<file path="src/sv/mpc_pkg.sv">
// ----------------------------------------------------------------------------
// mpc_pkg: shared definitions for the permutation count block
// Holds the modulus, the Fermat exponent, the letter alphabet size, the
// sequencer state encoding and the histogram control bundle.
// ----------------------------------------------------------------------------
package mpc_pkg;

    // Result width and the prime modulus (fits in 30 bits).
    localparam int RES_W = 30;
    localparam logic [RES_W-1:0] PRIME_MOD = 30'd1000000007;

    // Exponent p-2 for inversion by Fermat's little theorem.
    localparam logic [RES_W-1:0] FERMAT_EXP = 30'd1000000005;
    localparam int EXP_BIT_W = $clog2(RES_W);

    // Letter codes 0..25 are counted, anything above is ignored.
    localparam int LETTER_W = 5;
    localparam int LETTER_COUNT = 26;
    localparam int IDX_W = $clog2(LETTER_COUNT + 1);

    // One multiplier bit is consumed per cycle by the modular multiplier.
    localparam int MUL_STEPS = RES_W;
    localparam int MUL_STEP_W = $clog2(MUL_STEPS);

    // Default limit on the string length.
    localparam int MAX_LEN_DEF = 65536;

    // Sequencer states.
    typedef enum logic [2:0] {
        ST_COLLECT,
        ST_NUM,
        ST_DEN,
        ST_POW,
        ST_FINAL,
        ST_OUT
    } state_t;

    // Control from the sequencer to the histogram.
    typedef struct packed {
        logic count_en;
        logic clear;
    } hist_ctrl_t;

endpackage

</file>
<file path="src/sv/mpc_modmul.sv">
// ----------------------------------------------------------------------------
// mpc_modmul: shared modular multiplier
// Interleaved shift-and-add multiplication modulo the prime. One bit of the
// multiplier is consumed per cycle, most significant first; the product is
// presented with a one-cycle done pulse after the last step.
// ----------------------------------------------------------------------------
module mpc_modmul
    import mpc_pkg::*;
(
    input  logic             aclk,
    input  logic             aresetn,
    input  logic             start,
    input  logic [RES_W-1:0] op_a,
    input  logic [RES_W-1:0] op_b,
    output logic             done,
    output logic [RES_W-1:0] product
);

    localparam logic [RES_W:0] MOD_EXT = {1'b0, PRIME_MOD};

    logic                  busy_reg;
    logic                  done_reg;
    logic [MUL_STEP_W-1:0] step_reg;
    logic [RES_W-1:0]      a_reg;
    logic [RES_W-1:0]      b_reg;
    logic [RES_W-1:0]      r_reg;

    logic [RES_W:0]   dbl;
    logic [RES_W:0]   dbl_red;
    logic [RES_W:0]   sum;
    logic [RES_W:0]   sum_red;
    logic [RES_W-1:0] r_next;

    // One step: double the partial result, then add the multiplicand if the
    // current multiplier bit is set, reducing after each operation.
    always_comb begin
        dbl     = {r_reg, 1'b0};
        dbl_red = (dbl >= MOD_EXT) ? dbl - MOD_EXT : dbl;
        sum     = dbl_red + (b_reg[RES_W-1] ? {1'b0, a_reg} : '0);
        sum_red = (sum >= MOD_EXT) ? sum - MOD_EXT : sum;
        r_next  = sum_red[RES_W-1:0];
    end

    // Step control.
    always_ff @(posedge aclk) begin
        if (!aresetn) begin
            busy_reg <= 1'b0;
            done_reg <= 1'b0;
            step_reg <= '0;
        end else begin
            done_reg <= 1'b0;
            if (start) begin
                busy_reg <= 1'b1;
                step_reg <= MUL_STEP_W'(MUL_STEPS - 1);
            end else if (busy_reg) begin
                if (step_reg == '0) begin
                    busy_reg <= 1'b0;
                    done_reg <= 1'b1;
                end else begin
                    step_reg <= step_reg - 1'b1;
                end
            end
        end
    end

    // Operand and partial result registers.
    always_ff @(posedge aclk) begin
        if (start) begin
            a_reg <= op_a;
            b_reg <= op_b;
            r_reg <= '0;
        end else if (busy_reg) begin
            b_reg <= {b_reg[RES_W-2:0], 1'b0};
            r_reg <= r_next;
        end
    end

    assign done    = done_reg;
    assign product = r_reg;

endmodule

</file>
<file path="src/sv/mpc_hist.sv">
// ----------------------------------------------------------------------------
// mpc_hist: letter histogram and length counter
// Counts each accepted letter in its own counter, tracks the string length
// and flags a string that runs past the length limit. One counter is read
// back at a time for the denominator pass.
// ----------------------------------------------------------------------------
module mpc_hist
    import mpc_pkg::*;
#(
    parameter int MAX_LEN = MAX_LEN_DEF
) (
    input  logic                            aclk,
    input  logic                            aresetn,
    input  hist_ctrl_t                      ctrl,
    input  logic [LETTER_W-1:0]             letter,
    input  logic [IDX_W-1:0]                rd_idx,
    output logic [$clog2(MAX_LEN+1)-1:0]    rd_count,
    output logic [$clog2(MAX_LEN+1)-1:0]    length,
    output logic                            exceeded_upd
);

    localparam int LEN_W = $clog2(MAX_LEN + 1);

    logic [LEN_W-1:0] count_reg [LETTER_COUNT];
    logic [LEN_W-1:0] length_reg;
    logic             exceeded_reg;

    logic in_range;
    logic full;
    logic bump;

    // A valid letter is counted unless the limit is already reached.
    always_comb begin
        in_range     = (letter < LETTER_W'(LETTER_COUNT));
        full         = (length_reg == LEN_W'(MAX_LEN));
        bump         = ctrl.count_en && in_range && !full;
        exceeded_upd = exceeded_reg || (ctrl.count_en && in_range && full);
    end

    // Counters, cleared together after each result.
    always_ff @(posedge aclk) begin
        if (!aresetn || ctrl.clear) begin
            for (int i = 0; i < LETTER_COUNT; i++) begin
                count_reg[i] <= '0;
            end
            length_reg   <= '0;
            exceeded_reg <= 1'b0;
        end else begin
            for (int i = 0; i < LETTER_COUNT; i++) begin
                if (bump && (letter == LETTER_W'(i))) begin
                    count_reg[i] <= count_reg[i] + 1'b1;
                end
            end
            if (bump) begin
                length_reg <= length_reg + 1'b1;
            end
            exceeded_reg <= exceeded_upd;
        end
    end

    // Read port for the denominator pass; past the last letter reads zero.
    always_comb begin
        if (rd_idx < IDX_W'(LETTER_COUNT)) begin
            rd_count = count_reg[rd_idx[LETTER_W-1:0]];
        end else begin
            rd_count = '0;
        end
    end

    assign length = length_reg;

endmodule

</file>
<file path="src/sv/multinomial_permutation_count_mod.sv">
// Letters are taken one per cycle while the block is collecting; s_ready is low
// while a result is computed or handed out. After the last letter every modular
// product of the result, through the histogram scan and the exponent walk, goes
// through one bit-serial multiplier. An overflowed string goes straight to the
// output state and its result is then registered in the output register, where a result waits until taken.
// Synchronous active-low reset clears the histogram, length and the control registers.
// ----------------------------------------------------------------------------
// multinomial_permutation_count_mod: distinct arrangement counter
// Builds a letter histogram, then computes n! / prod(c_i!) modulo the prime
// with a small sequencer around one shared modular multiplier.
// ----------------------------------------------------------------------------
module multinomial_permutation_count_mod
    import mpc_pkg::*;
#(
    parameter int MAX_LEN = MAX_LEN_DEF
) (
    input  logic                aclk,
    input  logic                aresetn,
    input  logic                s_valid,
    output logic                s_ready,
    input  logic [LETTER_W-1:0] s_letter,
    input  logic                s_last_letter,
    output logic                m_valid,
    input  logic                m_ready,
    output logic [RES_W-1:0]    m_arrangements,
    output logic                m_overflow
);

    localparam int LEN_W = $clog2(MAX_LEN + 1);
    localparam int CNT_W = $clog2(MAX_LEN + 2);

    state_t state_reg, state_next;

    logic                 wait_reg, wait_next;
    logic [CNT_W-1:0]     cnt_reg, cnt_next;
    logic [IDX_W-1:0]     idx_reg, idx_next;
    logic [EXP_BIT_W-1:0] bit_reg, bit_next;
    logic                 phase_reg, phase_next;
    logic [RES_W-1:0]     num_reg, num_next;
    logic [RES_W-1:0]     den_reg, den_next;
    logic [RES_W-1:0]     base_reg, base_next;
    logic [RES_W-1:0]     pow_reg, pow_next;
    logic [RES_W-1:0]     res_reg, res_next;
    logic                 ovf_reg, ovf_next;
    logic                 m_valid_reg, m_valid_next;
    logic [RES_W-1:0]     m_arr_reg, m_arr_next;
    logic                 m_ovf_reg, m_ovf_next;

    logic             accept;
    logic             out_free;
    hist_ctrl_t       hist_ctrl;
    logic [LEN_W-1:0] hist_count;
    logic [LEN_W-1:0] str_len;
    logic             exceeded_upd;
    logic             mul_start;
    logic [RES_W-1:0] mul_a;
    logic [RES_W-1:0] mul_b;
    logic             mul_done;
    logic [RES_W-1:0] mul_prod;

    // Handshake.
    assign s_ready  = (state_reg == ST_COLLECT);
    assign accept   = s_valid && s_ready;
    assign out_free = !m_valid_reg || m_ready;

    assign hist_ctrl.count_en = accept;
    assign hist_ctrl.clear    = (state_reg == ST_OUT) && out_free;

    mpc_hist #(
        .MAX_LEN (MAX_LEN)
    ) u_hist (
        .aclk         (aclk),
        .aresetn      (aresetn),
        .ctrl         (hist_ctrl),
        .letter       (s_letter),
        .rd_idx       (idx_reg),
        .rd_count     (hist_count),
        .length       (str_len),
        .exceeded_upd (exceeded_upd)
    );

    mpc_modmul u_modmul (
        .aclk    (aclk),
        .aresetn (aresetn),
        .start   (mul_start),
        .op_a    (mul_a),
        .op_b    (mul_b),
        .done    (mul_done),
        .product (mul_prod)
    );

    // Next state.
    always_comb begin
        state_next = state_reg;
        unique case (state_reg)
            ST_COLLECT: begin
                if (accept && s_last_letter) begin
                    state_next = exceeded_upd ? ST_OUT : ST_NUM;
                end
            end
            ST_NUM: begin
                if (!wait_reg && (cnt_reg > CNT_W'(str_len))) begin
                    state_next = ST_DEN;
                end
            end
            ST_DEN: begin
                if (!wait_reg && (idx_reg == IDX_W'(LETTER_COUNT))) begin
                    state_next = ST_POW;
                end
            end
            ST_POW: begin
                if (!wait_reg && phase_reg && (bit_reg == EXP_BIT_W'(RES_W - 1))) begin
                    state_next = ST_FINAL;
                end
            end
            ST_FINAL: begin
                if (mul_done) begin
                    state_next = ST_OUT;
                end
            end
            ST_OUT: begin
                if (out_free) begin
                    state_next = ST_COLLECT;
                end
            end
            default: state_next = ST_COLLECT;
        endcase
    end

    // Datapath and multiplier requests per state.
    always_comb begin
        wait_next    = wait_reg;
        cnt_next     = cnt_reg;
        idx_next     = idx_reg;
        bit_next     = bit_reg;
        phase_next   = phase_reg;
        num_next     = num_reg;
        den_next     = den_reg;
        base_next    = base_reg;
        pow_next     = pow_reg;
        res_next     = res_reg;
        ovf_next     = ovf_reg;
        m_valid_next = m_valid_reg && !m_ready;
        m_arr_next   = m_arr_reg;
        m_ovf_next   = m_ovf_reg;
        mul_start    = 1'b0;
        mul_a        = '0;
        mul_b        = '0;
        unique case (state_reg)
            ST_COLLECT: begin
                // The last request starts the computation or reports overflow.
                if (accept && s_last_letter) begin
                    num_next = RES_W'(1);
                    cnt_next = CNT_W'(2);
                    ovf_next = exceeded_upd;
                    res_next = '0;
                end
            end
            ST_NUM: begin
                // n! as a running product of 2..n.
                if (mul_done) begin
                    num_next  = mul_prod;
                    cnt_next  = cnt_reg + 1'b1;
                    wait_next = 1'b0;
                end else if (!wait_reg) begin
                    if (cnt_reg <= CNT_W'(str_len)) begin
                        mul_start = 1'b1;
                        mul_a     = num_reg;
                        mul_b     = RES_W'(cnt_reg);
                        wait_next = 1'b1;
                    end else begin
                        idx_next = '0;
                        cnt_next = CNT_W'(2);
                        den_next = RES_W'(1);
                    end
                end
            end
            ST_DEN: begin
                // Product of the letter-count factorials, one letter at a time.
                if (mul_done) begin
                    den_next  = mul_prod;
                    cnt_next  = cnt_reg + 1'b1;
                    wait_next = 1'b0;
                end else if (!wait_reg) begin
                    if (idx_reg == IDX_W'(LETTER_COUNT)) begin
                        base_next  = den_reg;
                        pow_next   = RES_W'(1);
                        bit_next   = '0;
                        phase_next = 1'b0;
                    end else if (cnt_reg <= CNT_W'(hist_count)) begin
                        mul_start = 1'b1;
                        mul_a     = den_reg;
                        mul_b     = RES_W'(cnt_reg);
                        wait_next = 1'b1;
                    end else begin
                        idx_next = idx_reg + 1'b1;
                        cnt_next = CNT_W'(2);
                    end
                end
            end
            ST_POW: begin
                // Square-and-multiply over the exponent bits, least significant
                // first; the square after the top bit is not needed.
                if (mul_done) begin
                    if (!phase_reg) begin
                        pow_next   = mul_prod;
                        phase_next = 1'b1;
                    end else begin
                        base_next  = mul_prod;
                        phase_next = 1'b0;
                        bit_next   = bit_reg + 1'b1;
                    end
                    wait_next = 1'b0;
                end else if (!wait_reg) begin
                    if (!phase_reg) begin
                        if (FERMAT_EXP[bit_reg]) begin
                            mul_start = 1'b1;
                            mul_a     = pow_reg;
                            mul_b     = base_reg;
                            wait_next = 1'b1;
                        end else begin
                            phase_next = 1'b1;
                        end
                    end else if (bit_reg != EXP_BIT_W'(RES_W - 1)) begin
                        mul_start = 1'b1;
                        mul_a     = base_reg;
                        mul_b     = base_reg;
                        wait_next = 1'b1;
                    end
                end
            end
            ST_FINAL: begin
                // Numerator times the inverted denominator.
                if (mul_done) begin
                    res_next  = mul_prod;
                    wait_next = 1'b0;
                end else if (!wait_reg) begin
                    mul_start = 1'b1;
                    mul_a     = num_reg;
                    mul_b     = pow_reg;
                    wait_next = 1'b1;
                end
            end
            ST_OUT: begin
                // Hand the result to the output register once it is free.
                if (out_free) begin
                    m_valid_next = 1'b1;
                    m_arr_next   = res_reg;
                    m_ovf_next   = ovf_reg;
                end
            end
            default: begin
                wait_next = 1'b0;
            end
        endcase
    end

    // Control registers.
    always_ff @(posedge aclk) begin
        if (!aresetn) begin
            state_reg   <= ST_COLLECT;
            wait_reg    <= 1'b0;
            ovf_reg     <= 1'b0;
            m_valid_reg <= 1'b0;
        end else begin
            state_reg   <= state_next;
            wait_reg    <= wait_next;
            ovf_reg     <= ovf_next;
            m_valid_reg <= m_valid_next;
        end
    end

    // Loop counters and payload registers.
    always_ff @(posedge aclk) begin
        cnt_reg   <= cnt_next;
        idx_reg   <= idx_next;
        bit_reg   <= bit_next;
        phase_reg <= phase_next;
        num_reg   <= num_next;
        den_reg   <= den_next;
        base_reg  <= base_next;
        pow_reg   <= pow_next;
        res_reg   <= res_next;
        m_arr_reg <= m_arr_next;
        m_ovf_reg <= m_ovf_next;
    end

    assign m_valid        = m_valid_reg;
    assign m_arrangements = m_arr_reg;
    assign m_overflow     = m_ovf_reg;

endmodule
</file>
<file path="config.mk">
export PLATFORM = sky130hd
export DESIGN_NAME = multinomial_permutation_count_mod
export DESIGN_NICKNAME = d
export VERILOG_FILES = /design/src/sv/mpc_pkg.sv /design/src/sv/mpc_modmul.sv /design/src/sv/mpc_hist.sv /design/src/sv/multinomial_permutation_count_mod.sv
export SDC_FILE = /design/constraint.sdc
export NUM_CORES = 2
export LEC_CHECK = 0
export ABC_AREA = 1
export ABC_CLOCK_PERIOD_IN_PS = 8000
export BUFFER_PORTS_ARGS = -buffer_cell sky130_fd_sc_hd__clkbuf_2
export CORE_UTILIZATION = 40
export CTS_BUF_LIST = sky130_fd_sc_hd__clkbuf_4 sky130_fd_sc_hd__clkbuf_8
export CTS_CLUSTER_DIAMETER = 50
export DETAILED_ROUTE_END_ITERATION = 8
export GPL_TIMING_DRIVEN = 0
export PLACE_DENSITY = 0.55
export SLEW_MARGIN = 20
export SYNTH_ARGS = -nofsm -noshare
export SYNTH_HDL_FRONTEND = slang
export SYNTH_HIERARCHICAL = 1
export SYNTH_SLANG_ARGS = --single-unit
</file>
<file path="constraint.sdc">
create_clock -name aclk -period 8 [get_ports aclk]
set_clock_uncertainty 0.15 [all_clocks]
set_input_delay 0.4 -clock aclk [delete_from_list [all_inputs] [get_ports aclk]]
set_output_delay 0.4 -clock aclk [all_outputs]
set_load 0.005 [all_outputs]
</file>
Yosys cells after proc, flatten, opt, wreduce, memory -nomap -nowiden. Memories as Yosys holds them, arrays and structs flattened. A register that Yosys moved wholly into a read port is not among the register bits. Cells that the tools add are included.

Flip-flop bits (word level): 330. Latch bits: 0. RAM bits: 442. Memory bits (read-only): 32. Logic and storage cells: 464. Memories kept: 2.

$add $sub $neg: 34. Multipliers: 0. Divide/modulo/power cells: 0. $lt $le $gt $ge: 8. Eq/ne operators: 60. Shifts and indexed selects: 0. Mux-type cells: 237. Bitwise gates (word level): 29. Reduce and logical (&&, ||, !) cells: 70.

Memory list: u_hist.count_reg (depth 26, bits a word 17, rd ports 27, clocked after memory_dff 1, wr ports 26, RTL line mpc_hist.sv:24) `logic [LEN_W-1:0] count_reg [LETTER_COUNT];`; (name not given) (depth 32, bits a word 1, rd ports 1, clocked after memory_dff 1, wr ports 0, RTL line multinomial_permutation_count_mod.sv:216) `if (FERMAT_EXP[bit_reg]) begin`.

Operators by type and width (number): 30-bit 2-to-1 mux (40); 17-bit 2-to-1 mux (42); 17-bit by 1-bit adder with 17-bit output (second input constant) (28); 30-bit one-hot mux with 2 select lines (5); 30-bit one-hot mux with 4 select lines (2); 1-bit 2-to-1 mux (116); 5-bit 2-to-1 mux (17); 31-bit by 30-bit greater-or-equal comparator with 1-bit output (second input constant) (2); 5-bit equality test (second input constant) (12); 17-bit one-hot mux with 3 select lines (1); 5-bit by 4-bit equality test with 1-bit output (second input constant) (8); 1-bit logical AND (37); 17-bit <= comparator (2); 31-bit by 30-bit adder with 31-bit output (1); 31-bit 2-to-1 mux (1); 31-bit by 30-bit subtractor with 31-bit output (second input constant) (1); 2-bit inequality test (second input constant) (15); 30-bit subtractor (second input constant) (1); 1-bit bitwise OR (26); 3-bit 2-to-1 mux (7); 5-bit by 3-bit equality test with 1-bit output (second input constant) (4); 5-bit one-hot mux with 2 select lines (2); 3-bit by 2-bit inequality test with 1-bit output (second input constant) (6); 3-bit one-hot mux with 6 select lines (1); other kinds (31) (61).

Depth between registers and ports, before layout.
Word-level depth: 10. Gate-level depth with buffers: 38. Depth with buffers taken out: 38.

Cells and area by module. The synthesis kept the hierarchy.

Modules (own cells, without submodules): mpc_hist (times used 1, cells each 4037, area each 30045.1 um2, sequential area each 13633.1 um2); multinomial_permutation_count_mod (times used 1, cells each 1130, area each 10905.5 um2, sequential area each 6416.2 um2); mpc_modmul (times used 1, cells each 1395, area each 8545.7 um2, sequential area each 2542.4 um2).

Least setup slack after synthesis. OpenSTA, ideal clock, no wires.

Kind: register -> register. From: register idx_reg[1]. To: register u_modmul.b_reg[0], enable pin. Library setup time: 0.403 ns. Arrival: 4.632 ns. Required time: 7.447 ns. Slack: 2.815 ns. Stages on the path, launching flop included: 21. Period minus slack after synthesis: 5.185 ns. Path through: edfxtp_1 > clkbuf_1 > nor2_1 > inv_1 > a21oi_2 > clkbuf_1 > nand2_1 > nand2_1 > inv_1 > ha_1 > nand2_1 > inv_1 > nand3_1 > nor3_1 > o21ai_0 > nand2_1 > nand2_1 > nand2_1 > nand4_1 > nor2_1 > inv_1.

Longest elaborated chain between the ends: 9. Elaborated cells on any way between the ends: 10. Those cells by class: order compare: 2; eq/ne: 1; mux: 6; reduce/logical: 1.

Ends and longest elaborated chain: start: declaration (RTL line multinomial_permutation_count_mod.sv:36) `logic [IDX_W-1:0] idx_reg, idx_next;`; start signal: assignment (RTL line multinomial_permutation_count_mod.sv:276) `idx_reg <= idx_next;`; 5-bit less-than comparator (RTL line mpc_hist.sv:63) `if (rd_idx < IDX_W'(LETTER_COUNT)) begin`; 17-bit 2-to-1 mux (RTL line mpc_hist.sv:63); named net hist_count[12] (RTL line multinomial_permutation_count_mod.sv:52) `logic [LEN_W-1:0] hist_count;`; 17-bit <= comparator (RTL line multinomial_permutation_count_mod.sv:190) `end else if (cnt_reg <= CNT_W'(hist_count)) begin`; 1-bit 2-to-1 mux (RTL line multinomial_permutation_count_mod.sv:190); 1-bit 2-to-1 mux (RTL line multinomial_permutation_count_mod.sv:185) `if (idx_reg == IDX_W'(LETTER_COUNT)) begin`; 1-bit 2-to-1 mux (RTL line multinomial_permutation_count_mod.sv:184) `end else if (!wait_reg) begin`; 1-bit 2-to-1 mux (RTL line multinomial_permutation_count_mod.sv:180) `if (mul_done) begin`; 1-bit one-hot mux with 4 select lines (RTL line multinomial_permutation_count_mod.sv:149) `unique case (state_reg)`; named net mul_start (RTL line multinomial_permutation_count_mod.sv:55) `logic mul_start;`; 2-bit nonzero test (no line); end signal: assignment (RTL line mpc_modmul.sv:70) `b_reg <= op_b;`; end signal: assignment (RTL line mpc_modmul.sv:73) `b_reg <= {b_reg[RES_W-2:0], 1'b0};`; end: declaration (RTL line mpc_modmul.sv:25) `logic [RES_W-1:0] b_reg;`.

The timed path passes the listed nets, and every way through them passes these cells. A chain may end at the register's enable or synchronous reset.

Final worst setup path.
From: register idx_reg[0]. To: register u_modmul.r_reg[14], in the netlist u_modmul/product[14].

Longest elaborated chain between the ends: 8. Elaborated cells on any way between the ends: 9. Those cells by class: order compare: 2; eq/ne: 1; mux: 6.

Ends and longest elaborated chain: 5-bit less-than comparator (RTL line mpc_hist.sv:63); 17-bit 2-to-1 mux (RTL line mpc_hist.sv:63); named net hist_count[16] (RTL line multinomial_permutation_count_mod.sv:52); 17-bit <= comparator (RTL line multinomial_permutation_count_mod.sv:190); 1-bit 2-to-1 mux (RTL line multinomial_permutation_count_mod.sv:190); 1-bit 2-to-1 mux (RTL line multinomial_permutation_count_mod.sv:185); 1-bit 2-to-1 mux (RTL line multinomial_permutation_count_mod.sv:184); 1-bit 2-to-1 mux (RTL line multinomial_permutation_count_mod.sv:180); 1-bit one-hot mux with 4 select lines (RTL line multinomial_permutation_count_mod.sv:149); named net mul_start (RTL line multinomial_permutation_count_mod.sv:55); end signal: assignment (RTL line mpc_modmul.sv:74) `r_reg <= r_next;`; end: declaration (RTL line mpc_modmul.sv:26) `logic [RES_W-1:0] r_reg;`.

The timed path passes the listed nets, and every way through them passes these cells.

==> results.ini <==
[die]
fp.dieArea_um2=125200
ios=43
die_x_um=353.8
start_util=0.4051
coreArea_um2=122200
fp.dieH_um=353.8
rows=128

[logic_synthesis]
synth_top_area_cell=edfxtp_1
netlist-cell-type-count=63
syn_nets=6674
ys_ff_latch=773
ys.warnings.count=6
syn_area_um2=49500
synthArstFlopShare=0
yosys-top-cells-area=edfxtp_1 (43%), nand2_1 (14%), nor2_1 (6.8%)
syn_inst=6562
synth_edf_count=711
synth_ff_type=edfxtp_1
synth-seq-area-share=0.4564
synth.top_cell.area_share=0.4314
synth.avg_cell_area_um2=7.543

[detailed_routing]
drc=0
viasPerCell=5.354
routedWlPerCell_um=20.48
drtIter0Drc=5005
ant_nets=0
wirelength_mm=174.9
vias=45709
drt-pass1-iter-count=6

[clock_network]
cts_setup_buffers=0
cts.clk_slew.worst_paths_ps=60
cts.path.max_buffers=3
cts_hold_buffers=14
clockRootBuffer=clkbuf_8
htreeDepth=4
cts_tree=built
clkLatencyLatePin_ps=940
postCtsResizedCells=0
cts_num_sinks=773
numCtsBuffers=151

[placed_design]
hpwl_mm=134.1
dp.cells=8245
place_area_um2=52060
pre_cts_slack_ps=1108
port_buffers=40
gp_congestion=1.012

[final_layout]
mostFrequentLayoutCells=nand2_1 (1818), nor2_1 (900), inv_1 (852)
largest_reg_flops=442
fin_nets=6899
postLayoutCoreUtil=0.4534
fin_area_um2=55400
stdcell_count=8537
layout_commonest_cell=nand2_1
drive_gt1_frac=0.07630
area_delta_synth_final_pct=11.93

[power]
seq_power_share=0.324
combPwrFrac=0.446
switching_share=0.4636
switchingPower_mw=8.619
power_density_nw_per_um2=335.6
p_int_mw=9.974
cellLeakagePower_nw=23.00
power_mw=18.59
pwr-share-clk=0.230
irDropWorstVdd_v=0.0001864

[grt]
grt_max_degree=32
grt_pass1_vias=42315
antenna_found_initial=3
grt_pass1_wl_mm=259.4
grt_overflow=0
grtUsageTotal=0.2736

[worst_setup_path]
cp.required_ps=8700
worst_path_max_delay_cell=clkbuf_1
rr_startpoint=idx_reg[0]
crit_type=flop to flop
startpoint=idx_reg[0]
setup.worst_path.end_class=flop
critPathMaxFanout=13
crit_path_cell_trace=inv_2, buf_2, clkbuf_1, o21ai_0, nand2_1, nand2_1, nand2_1, nand3_1, nand2_1, inv_1, ha_1, nand4_1, nor3_1, o21ai_0, nand2_1, nand2_1, nand2_1, nand4_1, buf_8, nor2_1, buf_2, nand3_1, nand2_1
arrival_ps=7890
startpoint_type=flop
path_common_cell=nand2_1
max_stage_delay_ps=760

[timing]
finalCriticalPeriod_ps=7181
setup_slack_ps=818.8
relSlewSlack=0.1765
setup_viol=0
hold-worst-slack_ps=140.7
rsz0062_at_grt=false
maxClockFrequency_mhz=139.3
drv_slew=0
worst_pin_slew_ps=1235
fin_setup_tns_ps=0
finalHoldViolCount=0
period_share=0.8976

[min_path]
hold_class=input port to flop
hold_start=s_valid

[outcome]
outcome=complete, no violations

[run]
drv_cap=0

## layer usage
layer,share of wire,up-vias,track usage
met5,0.000074,-,0
met4,0.037,2,0.1055
met3,0.091,332,0.05737
met2,0.43,1843,0.4165
met1,0.44,21520,0.3798
li1,-,22012,-
## power by group through the flow
stage | clock, mW | sequential (mW) | combinational (mW)
after floorplan | 0 | 5.88 | 5.18
after CTS | 4.39 | 6.01 | 8.11
final | 4.28 | 6.02 | 8.29
after global routing | 4.55 | 6.11 | 8.98
after detailed placement | 0 | 6.09 | 8.05
after global placement | 0 | 6.11 | 7.91
## final timing paths
| check | end | slack [ps] | cells after the start |
|---|---|---|---|
| worst max-delay path | u_modmul/product[14] | 820 | 23 |
| worst min-delay path | res_reg[0] | 140 | 5 |
| worst max register to register | u_modmul/product[14] | 820 | 23 |
| worst min register to register | m_arrangements[5] | 260 | 0 |
## synth_stat cells (33+ instances only)
library cell	number
xor2_1	156
nand2_1	1818
nor2_1	902
dfxtp_1	62
nand4_1	113
clkbuf_1	101
ha_1	101
buf_2	62
nand3_1	564
o211ai_1	46
nor3_1	149
inv_1	854
edfxtp_1	711
o22ai_1	33
a21oi_1	331
o21ai_0	260
## layout make-up
cell class / instances / area (µm²)
Clock buffer: 204 / 2501
Tap cell: 1625 / 2033
Sequential cell: 773 / 22590
Antenna cell: 5 / 12.51
Inverter: 880 / 3316
Multi-Input combinational cell: 4707 / 22680
Fill cell: 12502 / 66790
Buffer: 202 / 980.9
Clock inverter: 69 / 691.9
Timing Repair Buffer: 72 / 598.1
## worst max-delay path, delay by kind of cell, from the launching register on
family                   cells  cell delay, ps
AO/OA/AOI/OAI                2             550
adder cells (fa/ha/maj)      1             310
buffers and inverters        6            2200
flip-flops                   1             570
AND/OR/NAND/NOR             14            3290
## kinds of logic after synthesis
group | Yosys count | share of synthesized area
AOI/OAI and AO/OA | 744 | 0.08365
xor gates and xnor gates | 189 | 0.03360
adders and majority gates | 102 | 0.02594
buffers and inverters | 1082 | 0.08678
DFF | 773 | 0.4564
and+or+nand+nor | 3672 | 0.3136
Note: power is estimated with default switching activity, not from simulation.
